==> config.mk <==
export PLATFORM = sky130hd
export DESIGN_NAME = circular_list_append_remove_unit_flat
export DESIGN_NICKNAME = d
export VERILOG_FILES = /design/src/clar_pkg.sv /design/src/clar_if.sv /design/src/clar_node_mem.sv /design/src/circular_list_append_remove_unit.sv /design/src/flat_wrapper.sv
export VERILOG_INCLUDE_DIRS = /design/src /design/src/src
export SDC_FILE = /design/constraint.sdc
export NUM_CORES = 1
export LEC_CHECK = 0
export ABC_AREA = 1
export BUFFER_PORTS_ARGS = -buffer_cell sky130_fd_sc_hd__buf_4
export CORE_MARGIN = 10
export CORE_UTILIZATION = 58
export DETAILED_ROUTE_END_ITERATION = 16
export PLACE_DENSITY_LB_ADDON = 0.15
export SKIP_LAST_GASP = 1
export SYNTH_ARGS = -nofsm -noshare
export SYNTH_HDL_FRONTEND = slang
export SYNTH_HIERARCHICAL = 1
export SYNTH_SLANG_ARGS = --single-unit
==> constraint.sdc <==
create_clock -name clk_i -period 4.3 [get_ports clk_i]
set_input_delay 1.075 -clock clk_i [delete_from_list [all_inputs] [get_ports clk_i]]
set_output_delay 1.075 -clock clk_i [all_outputs]
set_load 0.01 [all_outputs]
==> src/circular_list_append_remove_unit_assert.svh <==
// Assertion macros for the circular list append and remove unit.
`ifndef CIRCULAR_LIST_APPEND_REMOVE_UNIT_ASSERT_SVH
`define CIRCULAR_LIST_APPEND_REMOVE_UNIT_ASSERT_SVH
`ifndef SYNTH
`define CLAR_ASSERT(lbl, prop, msg) \
  lbl: assert property (@(posedge clk_i) disable iff (!rst_ni) prop) else $error(msg);
`define CLAR_ASSERT_IMPL(lbl, ante, cons, msg) \
  lbl: assert property (@(posedge clk_i) disable iff (!rst_ni) (ante) |-> (cons)) \
    else $error(msg);
`else
`define CLAR_ASSERT(lbl, prop, msg)
`define CLAR_ASSERT_IMPL(lbl, ante, cons, msg)
`endif
`endif

==> src/clar_pkg.sv <==
// Types and codes shared by the circular list append and remove unit.
`timescale 1ns / 1ps
`default_nettype none
package clar_pkg;

  localparam int unsigned VALUE_W  = 32;
  localparam int unsigned STATUS_W = 2;
  localparam int unsigned COUNT_W  = 5;

  localparam logic FUNC_APPEND = 1'b0;
  localparam logic FUNC_REMOVE = 1'b1;

  localparam logic [STATUS_W-1:0] STATUS_INSERTED  = 2'd0;
  localparam logic [STATUS_W-1:0] STATUS_REMOVED   = 2'd1;
  localparam logic [STATUS_W-1:0] STATUS_NOT_FOUND = 2'd2;
  localparam logic [STATUS_W-1:0] STATUS_FULL      = 2'd3;

  typedef enum logic [2:0] {
    ST_IDLE,
    ST_APP_NEW,
    ST_APP_TAIL,
    ST_WALK,
    ST_UNLINK,
    ST_FREE,
    ST_DONE
  } clar_state_e;

endpackage
`default_nettype wire

==> src/clar_if.sv <==
// Valid and ready channel interfaces for the list request and result items.
`timescale 1ns / 1ps
`default_nettype none
interface clar_in_if;
  import clar_pkg::*;
  logic                      valid;
  logic                      ready;
  logic                      func;
  logic signed [VALUE_W-1:0] value;

  modport source (output valid, output func, output value, input ready);
  modport sink (input valid, input func, input value, output ready);
endinterface

interface clar_out_if;
  import clar_pkg::*;
  logic                valid;
  logic                ready;
  logic [STATUS_W-1:0] status;
  logic [COUNT_W-1:0]  entry_count;

  modport source (output valid, output status, output entry_count, input ready);
  modport sink (input valid, input status, input entry_count, output ready);
endinterface
`default_nettype wire

==> src/clar_node_mem.sv <==
// Node value and link memories with one shared registered read port.
`timescale 1ns / 1ps
`default_nettype none
module clar_node_mem #(
  parameter int unsigned LIST_DEPTH = 16,
  parameter int unsigned VAL_W      = 32,
  localparam int unsigned IW        = (LIST_DEPTH > 1) ? $clog2(LIST_DEPTH) : 1
) (
  input  wire logic             clk_i,
  input  wire logic [IW-1:0]    raddr_i,
  input  wire logic             val_we_i,
  input  wire logic [IW-1:0]    val_waddr_i,
  input  wire logic [VAL_W-1:0] val_wdata_i,
  input  wire logic             link_we_i,
  input  wire logic [IW-1:0]    link_waddr_i,
  input  wire logic [IW-1:0]    link_wdata_i,
  output logic      [VAL_W-1:0] val_rdata_o,
  output logic      [IW-1:0]    link_rdata_o
);

  logic [VAL_W-1:0] val_mem  [LIST_DEPTH];
  logic [IW-1:0]    link_mem [LIST_DEPTH];
  logic [VAL_W-1:0] val_rdata_q;
  logic [IW-1:0]    link_rdata_q;

  always_ff @(posedge clk_i) begin
    if (val_we_i) begin
      val_mem[val_waddr_i] <= val_wdata_i;
    end
    if (link_we_i) begin
      link_mem[link_waddr_i] <= link_wdata_i;
    end
    val_rdata_q  <= val_mem[raddr_i];
    link_rdata_q <= link_mem[raddr_i];
  end

  assign val_rdata_o  = val_rdata_q;
  assign link_rdata_o = link_rdata_q;

endmodule
`default_nettype wire

==> src/circular_list_append_remove_unit.sv <==
// Steps: an append writes the new node and then links it behind the tail, with no tail link
// into an empty list, and skips straight to its answer when the list is full; a remove walks
// from the head to the first match, then unlinks and frees that node, walks the whole list when
// none matches and skips straight to its answer on an empty list. Throughput: one item at a time;
// the walk follows one link per cycle through the shared read port of the node memories.
// Reset: asynchronous and active low; the list is empty and the node memories are not cleared.
`timescale 1ns / 1ps
`default_nettype none
`include "circular_list_append_remove_unit_assert.svh"
module circular_list_append_remove_unit
  import clar_pkg::*;
#(
  parameter int unsigned LIST_DEPTH = 16
) (
  input wire logic clk_i,
  input wire logic rst_ni,
  clar_in_if.sink   in_i,
  clar_out_if.source out_o
);

  localparam int unsigned IW = (LIST_DEPTH > 1) ? $clog2(LIST_DEPTH) : 1;
  localparam int unsigned CW = $clog2(LIST_DEPTH + 1);

  clar_state_e state_q, state_d;

  logic [IW-1:0]       head_q, head_d;
  logic [IW-1:0]       tail_q, tail_d;
  logic [CW-1:0]       count_q, count_d;
  logic [CW-1:0]       fill_q, fill_d;
  logic [IW-1:0]       free_top_q, free_top_d;
  logic [IW-1:0]       cur_q, cur_d;
  logic [IW-1:0]       prev_q, prev_d;
  logic [IW-1:0]       new_q, new_d;
  logic [IW-1:0]       nxt_q, nxt_d;
  logic [CW-1:0]       steps_q, steps_d;
  logic [VALUE_W-1:0]  value_q, value_d;
  logic [STATUS_W-1:0] res_q, res_d;
  logic                out_valid_q, out_valid_d;
  logic [STATUS_W-1:0] out_status_q, out_status_d;
  logic [COUNT_W-1:0]  out_count_q, out_count_d;

  logic [IW-1:0]      raddr;
  logic               val_we;
  logic [IW-1:0]      val_waddr;
  logic               link_we;
  logic [IW-1:0]      link_waddr;
  logic [IW-1:0]      link_wdata;
  logic [VALUE_W-1:0] val_rdata;
  logic [IW-1:0]      link_rdata;

  logic          in_fire;
  logic          from_free;
  logic [IW-1:0] alloc_slot;
  logic          match;
  logic          walk_end;
  logic          out_free;
  logic [31:0]   count_ext;

  assign in_i.ready  = (state_q == ST_IDLE);
  assign in_fire     = in_i.valid && in_i.ready;
  assign from_free   = (fill_q != count_q);
  assign alloc_slot  = from_free ? free_top_q : fill_q[IW-1:0];
  assign match       = (val_rdata == value_q);
  assign walk_end    = ((steps_q + CW'(1)) == count_q);
  assign out_free    = !out_valid_q || out_o.ready;
  assign count_ext   = 32'(count_q);

  assign out_o.valid       = out_valid_q;
  assign out_o.status      = out_status_q;
  assign out_o.entry_count = out_count_q;

  clar_node_mem #(
    .LIST_DEPTH(LIST_DEPTH),
    .VAL_W     (VALUE_W)
  ) u_node_mem (
    .clk_i       (clk_i),
    .raddr_i     (raddr),
    .val_we_i    (val_we),
    .val_waddr_i (val_waddr),
    .val_wdata_i (value_q),
    .link_we_i   (link_we),
    .link_waddr_i(link_waddr),
    .link_wdata_i(link_wdata),
    .val_rdata_o (val_rdata),
    .link_rdata_o(link_rdata)
  );

  always_comb begin
    state_d = state_q;
    case (state_q)
      ST_IDLE: begin
        if (in_fire) begin
          if (in_i.func == FUNC_APPEND) begin
            state_d = (count_q == CW'(LIST_DEPTH)) ? ST_DONE : ST_APP_NEW;
          end else begin
            state_d = (count_q == '0) ? ST_DONE : ST_WALK;
          end
        end
      end
      ST_APP_NEW: begin
        state_d = (count_q == '0) ? ST_DONE : ST_APP_TAIL;
      end
      ST_APP_TAIL: begin
        state_d = ST_DONE;
      end
      ST_WALK: begin
        if (match) begin
          state_d = ST_UNLINK;
        end else if (walk_end) begin
          state_d = ST_DONE;
        end
      end
      ST_UNLINK: begin
        state_d = ST_FREE;
      end
      ST_FREE: begin
        state_d = ST_DONE;
      end
      ST_DONE: begin
        if (out_free) begin
          state_d = ST_IDLE;
        end
      end
      default: begin
        state_d = ST_IDLE;
      end
    endcase
  end

  always_comb begin
    head_d       = head_q;
    tail_d       = tail_q;
    count_d      = count_q;
    fill_d       = fill_q;
    free_top_d   = free_top_q;
    cur_d        = cur_q;
    prev_d       = prev_q;
    new_d        = new_q;
    nxt_d        = nxt_q;
    steps_d      = steps_q;
    value_d      = value_q;
    res_d        = res_q;
    out_valid_d  = out_valid_q;
    out_status_d = out_status_q;
    out_count_d  = out_count_q;
    raddr        = cur_q;
    val_we       = 1'b0;
    val_waddr    = alloc_slot;
    link_we      = 1'b0;
    link_waddr   = cur_q;
    link_wdata   = free_top_q;

    if (out_valid_q && out_o.ready) begin
      out_valid_d = 1'b0;
    end

    case (state_q)
      ST_IDLE: begin
        raddr = (in_i.func == FUNC_REMOVE) ? head_q : free_top_q;
        if (in_fire) begin
          value_d = in_i.value;
          cur_d   = head_q;
          steps_d = '0;
          if (in_i.func == FUNC_APPEND) begin
            res_d = STATUS_FULL;
          end else begin
            res_d = STATUS_NOT_FOUND;
          end
        end
      end
      ST_APP_NEW: begin
        val_we     = 1'b1;
        val_waddr  = alloc_slot;
        link_we    = 1'b1;
        link_waddr = alloc_slot;
        link_wdata = (count_q == '0) ? alloc_slot : head_q;
        new_d      = alloc_slot;
        res_d      = STATUS_INSERTED;
        if (from_free) begin
          free_top_d = link_rdata;
        end else begin
          fill_d = fill_q + CW'(1);
        end
        if (count_q == '0) begin
          head_d  = alloc_slot;
          tail_d  = alloc_slot;
          count_d = count_q + CW'(1);
        end
      end
      ST_APP_TAIL: begin
        link_we    = 1'b1;
        link_waddr = tail_q;
        link_wdata = new_q;
        tail_d     = new_q;
        count_d    = count_q + CW'(1);
      end
      ST_WALK: begin
        if (match) begin
          nxt_d = link_rdata;
          res_d = STATUS_REMOVED;
        end else begin
          raddr   = link_rdata;
          prev_d  = cur_q;
          cur_d   = link_rdata;
          steps_d = steps_q + CW'(1);
        end
      end
      ST_UNLINK: begin
        if (steps_q == '0) begin
          if (count_q == CW'(1)) begin
            head_d = '0;
            tail_d = '0;
          end else begin
            link_we    = 1'b1;
            link_waddr = tail_q;
            link_wdata = nxt_q;
            head_d     = nxt_q;
          end
        end else begin
          link_we    = 1'b1;
          link_waddr = prev_q;
          link_wdata = nxt_q;
          if (cur_q == tail_q) begin
            tail_d = prev_q;
          end
        end
      end
      ST_FREE: begin
        link_we    = 1'b1;
        link_waddr = cur_q;
        link_wdata = free_top_q;
        free_top_d = cur_q;
        count_d    = count_q - CW'(1);
      end
      ST_DONE: begin
        if (out_free) begin
          out_valid_d  = 1'b1;
          out_status_d = res_q;
          out_count_d  = count_ext[COUNT_W-1:0];
        end
      end
      default: begin
      end
    endcase
  end

  always_ff @(posedge clk_i or negedge rst_ni) begin
    if (!rst_ni) begin
      state_q     <= ST_IDLE;
      head_q      <= '0;
      tail_q      <= '0;
      count_q     <= '0;
      fill_q      <= '0;
      free_top_q  <= '0;
      out_valid_q <= 1'b0;
    end else begin
      state_q     <= state_d;
      head_q      <= head_d;
      tail_q      <= tail_d;
      count_q     <= count_d;
      fill_q      <= fill_d;
      free_top_q  <= free_top_d;
      out_valid_q <= out_valid_d;
    end
  end

  always_ff @(posedge clk_i) begin
    cur_q        <= cur_d;
    prev_q       <= prev_d;
    new_q        <= new_d;
    nxt_q        <= nxt_d;
    steps_q      <= steps_d;
    value_q      <= value_d;
    res_q        <= res_d;
    out_status_q <= out_status_d;
    out_count_q  <= out_count_d;
  end

  `CLAR_ASSERT(a_fill_bounds, (count_q <= fill_q && fill_q <= CW'(LIST_DEPTH)), "fill count out of range")
  `CLAR_ASSERT_IMPL(a_walk_bound, state_q == ST_WALK, steps_q < count_q, "walk past list end")
  `CLAR_ASSERT(a_free_dec, (state_q == ST_FREE) |=> (count_q == $past(count_q) - CW'(1)), "count not decremented")

endmodule
`default_nettype wire
==> src/flat_wrapper.sv <==
// flat-port wrapper written by rule: the top's interface ports become plain ports
module circular_list_append_remove_unit_flat import clar_pkg::*;
#(
  parameter int unsigned LIST_DEPTH = 16
)
  (clk_i, rst_ni, in_i_valid, in_i_func, in_i_value, in_i_ready, out_o_valid, out_o_status, out_o_entry_count, out_o_ready);
  clar_in_if in_i_i ();
  clar_out_if out_o_i ();
  input wire logic clk_i;
  input wire logic rst_ni;
  input wire logic [$bits(in_i_i.valid)-1:0] in_i_valid;
  input wire logic [$bits(in_i_i.func)-1:0] in_i_func;
  input wire logic [$bits(in_i_i.value)-1:0] in_i_value;
  output wire logic [$bits(in_i_i.ready)-1:0] in_i_ready;
  output wire logic [$bits(out_o_i.valid)-1:0] out_o_valid;
  output wire logic [$bits(out_o_i.status)-1:0] out_o_status;
  output wire logic [$bits(out_o_i.entry_count)-1:0] out_o_entry_count;
  input wire logic [$bits(out_o_i.ready)-1:0] out_o_ready;
  assign in_i_i.valid = in_i_valid;
  assign in_i_i.func = in_i_func;
  assign in_i_i.value = in_i_value;
  assign in_i_ready = in_i_i.ready;
  assign out_o_valid = out_o_i.valid;
  assign out_o_status = out_o_i.status;
  assign out_o_entry_count = out_o_i.entry_count;
  assign out_o_i.ready = out_o_ready;
  circular_list_append_remove_unit #(.LIST_DEPTH(LIST_DEPTH)) u_core (.clk_i(clk_i), .rst_ni(rst_ni), .in_i(in_i_i), .out_o(out_o_i));
endmodule
==> out/qor.txt <==
Yosys cell types - 45
critical path peak fanout - 81
Worst path most repeated cell - nand2_1
Leak - 14.6 nW
drt total wl - 72000 um
clock root cell - clkbuf_16
top sig layer - met4
area of the mapped netlist - 30500 um^2
Reg area - 20500 um^2
Initial Util - 0.583
r2r startpoint - u_core/value_q[16]
IO Count - 46
register bit total from synthesis - 700
Final Hold Fails - 0
First-pass DRT Iterations - 6
Total GRT Usage - 0.228
die extent in x - 249 um
Routed wire per std cell - 19.2 um
CP Class - reg2reg
Switching Share - 0.391
PD cells - 740 nW/um^2
worst-margin pin slew - 0.802 ns
antenna violations before repair - 0
Final Cycle Share - 0.904
CTS buffer count - 74
register area share after synthesis - 0.673
critical path endpoint category - register
CP max-delay cell - edfxtp_1
Reg2Reg Depth - 17
Layout area overhead - 11.9%
RSZ-0062 raised after global routing - no
Final WS setup - 0.411 ns
Psw - 9.88 mW
Non-Filler Instances - 3752
Synth Warn # - 6
Placement Setup Slack - 0.519 ns
PortBufs - 45
layout cells sized above 1 - 0.0914
Rel. slew slack - 0.465
met2 WL post-DR - 34600 um
Final min period - 3.89 ns
DIE AREA - 62200 um^2
Max IR drop VDD - 1.13 mV
DR iter-0 viols - 2002
status - finished, final reports clean
syn_area_per_cell - 10.3 um^2
Util after Layout - 0.652
R2R Setup Slk - 0.41 ns
crit path launch type - register
ANT nets after route - 0
num rows - 84
vias post-DR - 20405
TritonCTS Sinks - 700
EDFF count, synth - 638
met3 routed WL - 4990 um
crit-path cells - xnor2_1 > nand2_1 > nor2_1 > nand2_1 > nor2_1 > nand2_1 > nand2_1 > inv_1 > nand2_1 > nand3b_1 > inv_8 > buf_12 > nand2_1 > nand3_1 > nand3_1 > nand3_1 > nand2_1
cells resized by post-CTS repair - 0
global route overflow - 0
post-CTS setup buffer count - 0
placer congestion estimate - 0.942
clk_lat worst skew - 0.60 ns
FF-to-FF End - u_core/u_node_mem/val_rdata_o[21]
post-synthesis async set-or-reset flop share - 0.0371
largest stage delay on the critical path - 0.60 ns
Metal-1 WL - 30600 um
setup tns final - 0 ns
worst path arrival time - 4.37 ns
Nets - 3052
vias in the first global route - 19940
Core Area - 52300 um^2
Vias/cell - 5.44
maximum clock rate - 0.257 GHz
CTS tree - done
area of the multi-input gates - 7450 um^2
register share of total power - 0.360
first-pass GRT wire length - 112000 um
CTS Hold Bufs - 0
Critical Path RT - 4.79 ns
Main synth FF type - edfxtp_1
clock power share - 0.249
H-tree levels - 3
Residual DRC - 0
largest net degree at the start of global routing - 145
Filler cells - 4002
class of the worst hold path - in2async
Pins Over Slew Limit - 0
antenna cells - 0
Comb power frac - 0.391
Final setup viols - 0
die height - 249 um
Syn Nets - 2995
Int Power - 15.4 mW
Max Cap Viol - 0
dpl hpwl - 38700 um
synthesized instance count - 2951
Placed Instances - 3620
CTS Buffer Depth - 3
Worst-path clk slew - 0.06 ns
final clock skew - 0.0164 ns
Yosys cell counts, types with 2 or more instances:
library cell | count | share of area
a21oi_1 | 17 | 0.0028
a21oi_2 | 4 | 0.0011
a31oi_1 | 6 | 0.0012
buf_1 | 19 | 0.0023
buf_2 | 55 | 0.0090
buf_4 | 16 | 0.0039
buf_6 | 21 | 0.0077
clkbuf_1 | 13 | 0.0016
clkinv_1 | 2 | 0.00025
dfrtp_1 | 26 | 0.021
dfxtp_1 | 36 | 0.024
edfxtp_1 | 638 | 0.63
ha_1 | 7 | 0.0029
inv_1 | 497 | 0.061
inv_2 | 8 | 0.00098
inv_4 | 2 | 0.00041
nand2_1 | 919 | 0.11
nand2_2 | 11 | 0.0023
nand3_1 | 463 | 0.076
nand3_2 | 2 | 0.00066
nand3_4 | 2 | 0.0011
nand3b_1 | 5 | 0.0012
nand4_1 | 8 | 0.0016
nor2_1 | 68 | 0.0084
nor2_2 | 8 | 0.0016
nor2_4 | 8 | 0.0030
o2111ai_1 | 4 | 0.0011
o21ai_0 | 23 | 0.0038
o21ai_2 | 3 | 0.00086
o22ai_1 | 4 | 0.00082
or2_1 | 2 | 0.00041
or2_2 | 2 | 0.00041
xnor2_1 | 28 | 0.0080
xor2_1 | 13 | 0.0037
cells in the final DEF, fill, tap and decap left out, types with 4 or more instances in the layout:
cell type,n
clkbuf_8,4
dfxtp_1,36
xnor2_1,28
a21oi_1,17
nand2_1,919
bufinv_16,6
nor2_1,51
a31oi_1,6
buf_4,89
clkinv_2,11
o21ai_0,23
ha_1,7
edfxtp_1,638
clkinv_1,8
nand3_1,463
nand3b_1,5
nor2_2,8
clkbuf_16,79
a21oi_2,4
xor2_1,13
inv_2,9
nor2_4,25
buf_12,16
o2111ai_1,4
clkbuf_1,23
nand2_2,11
o22ai_1,4
inv_1,497
nand4_1,8
dfrtp_1,26
registers in the layout, indices dropped and copies added, names as in the netlist, 3 cells and up:
name                            flops
u_core/u_node_mem/val_mem         512
u_core/steps_q                      5
u_core/head_q                       4
u_core/state_q                      3
u_core/fill_q                       5
u_core/nxt_q                        4
u_core/u_node_mem/link_mem         64
u_core/value_q                     32
u_core/cur_q                        4
u_core/new_q                        4
u_core/tail_q                       4
u_core/u_node_mem/val_rdata_o      32
u_core/free_top_q                   4
u_core/prev_q                       4
u_core/count_q                      5
u_core/u_node_mem/link_rdata_o      4
u_core/out_o.entry_count            5
critical path, delay by kind of cell, from the launching register on:
family        cells  cell delay (ns)
simple gates     13             1.82
buf+inv           3             0.93
flops             1             0.60
xor+xnor          1             0.28
cell type report:
type | instances | share of cell area
repair buffers | 105 | 0.0289
clock buffers | 106 | 0.0620
flip-flops and latches | 700 | 0.601
clock inverters | 26 | 0.00817
multi-input cells | 1618 | 0.218
well taps | 688 | 0.0252
inverters | 509 | 0.0562
per-stage QoR:
step	cell area, um^2	total power [mW]	hold slack, ns
floorplan	30500	16.4	0.400
finish	34200	25.3	0.392
global route	34200	26.9	0.386
global placement	31800	18.8	0.408
CTS	34200	25.4	0.377
detailed placement	31800	19.0	0.408
layer usage:
layer / vias up / global-route usage
li1: 9656 / -
met1: 9883 / 0.306
met2: 737 / 0.375
met3: 129 / 0.0386
met4: 0 / 0.0720
met5: - / 0
kinds of logic after synthesis:
| family | count (synthesis) | synth area share |
|---|---|---|
| simple gates | 1501 | 0.211 |
| flops | 700 | 0.673 |
| buf+inv | 633 | 0.0874 |
| compound gates | 67 | 0.0137 |
| xor+xnor | 43 | 0.0128 |
| fa+ha+maj | 7 | 0.00287 |
power groups by stage:
stage	Combinational [mW]	Clock, mW	Sequential, mW
after floorplan	7.27	0	9.09
after global placement	9.58	0	9.20
after detailed placement	9.79	0	9.22
after CTS	9.87	6.40	9.09
after global routing	11.0	6.68	9.17
final	9.88	6.30	9.10
how the worst max path moves through the flow:
stage                             startpoint                                 to  slack (ns)  cells after the start
after floorplan            u_core/count_q[3]    u_core/u_node_mem/val_mem[4][0]        1.10                     10
after global placement    u_core/value_q[16]   u_core/u_node_mem/val_rdata_o[8]        0.59                     17
after detailed placement  u_core/value_q[16]  u_core/u_node_mem/val_rdata_o[20]        0.52                     17
after CTS                 u_core/value_q[16]  u_core/u_node_mem/val_rdata_o[21]        0.44                     17
after global routing      u_core/value_q[18]  u_core/u_node_mem/val_rdata_o[20]        0.03                     19
final                     u_core/value_q[16]  u_core/u_node_mem/val_rdata_o[21]        0.41                     17
Note: power is estimated with default switching activity, not from simulation.
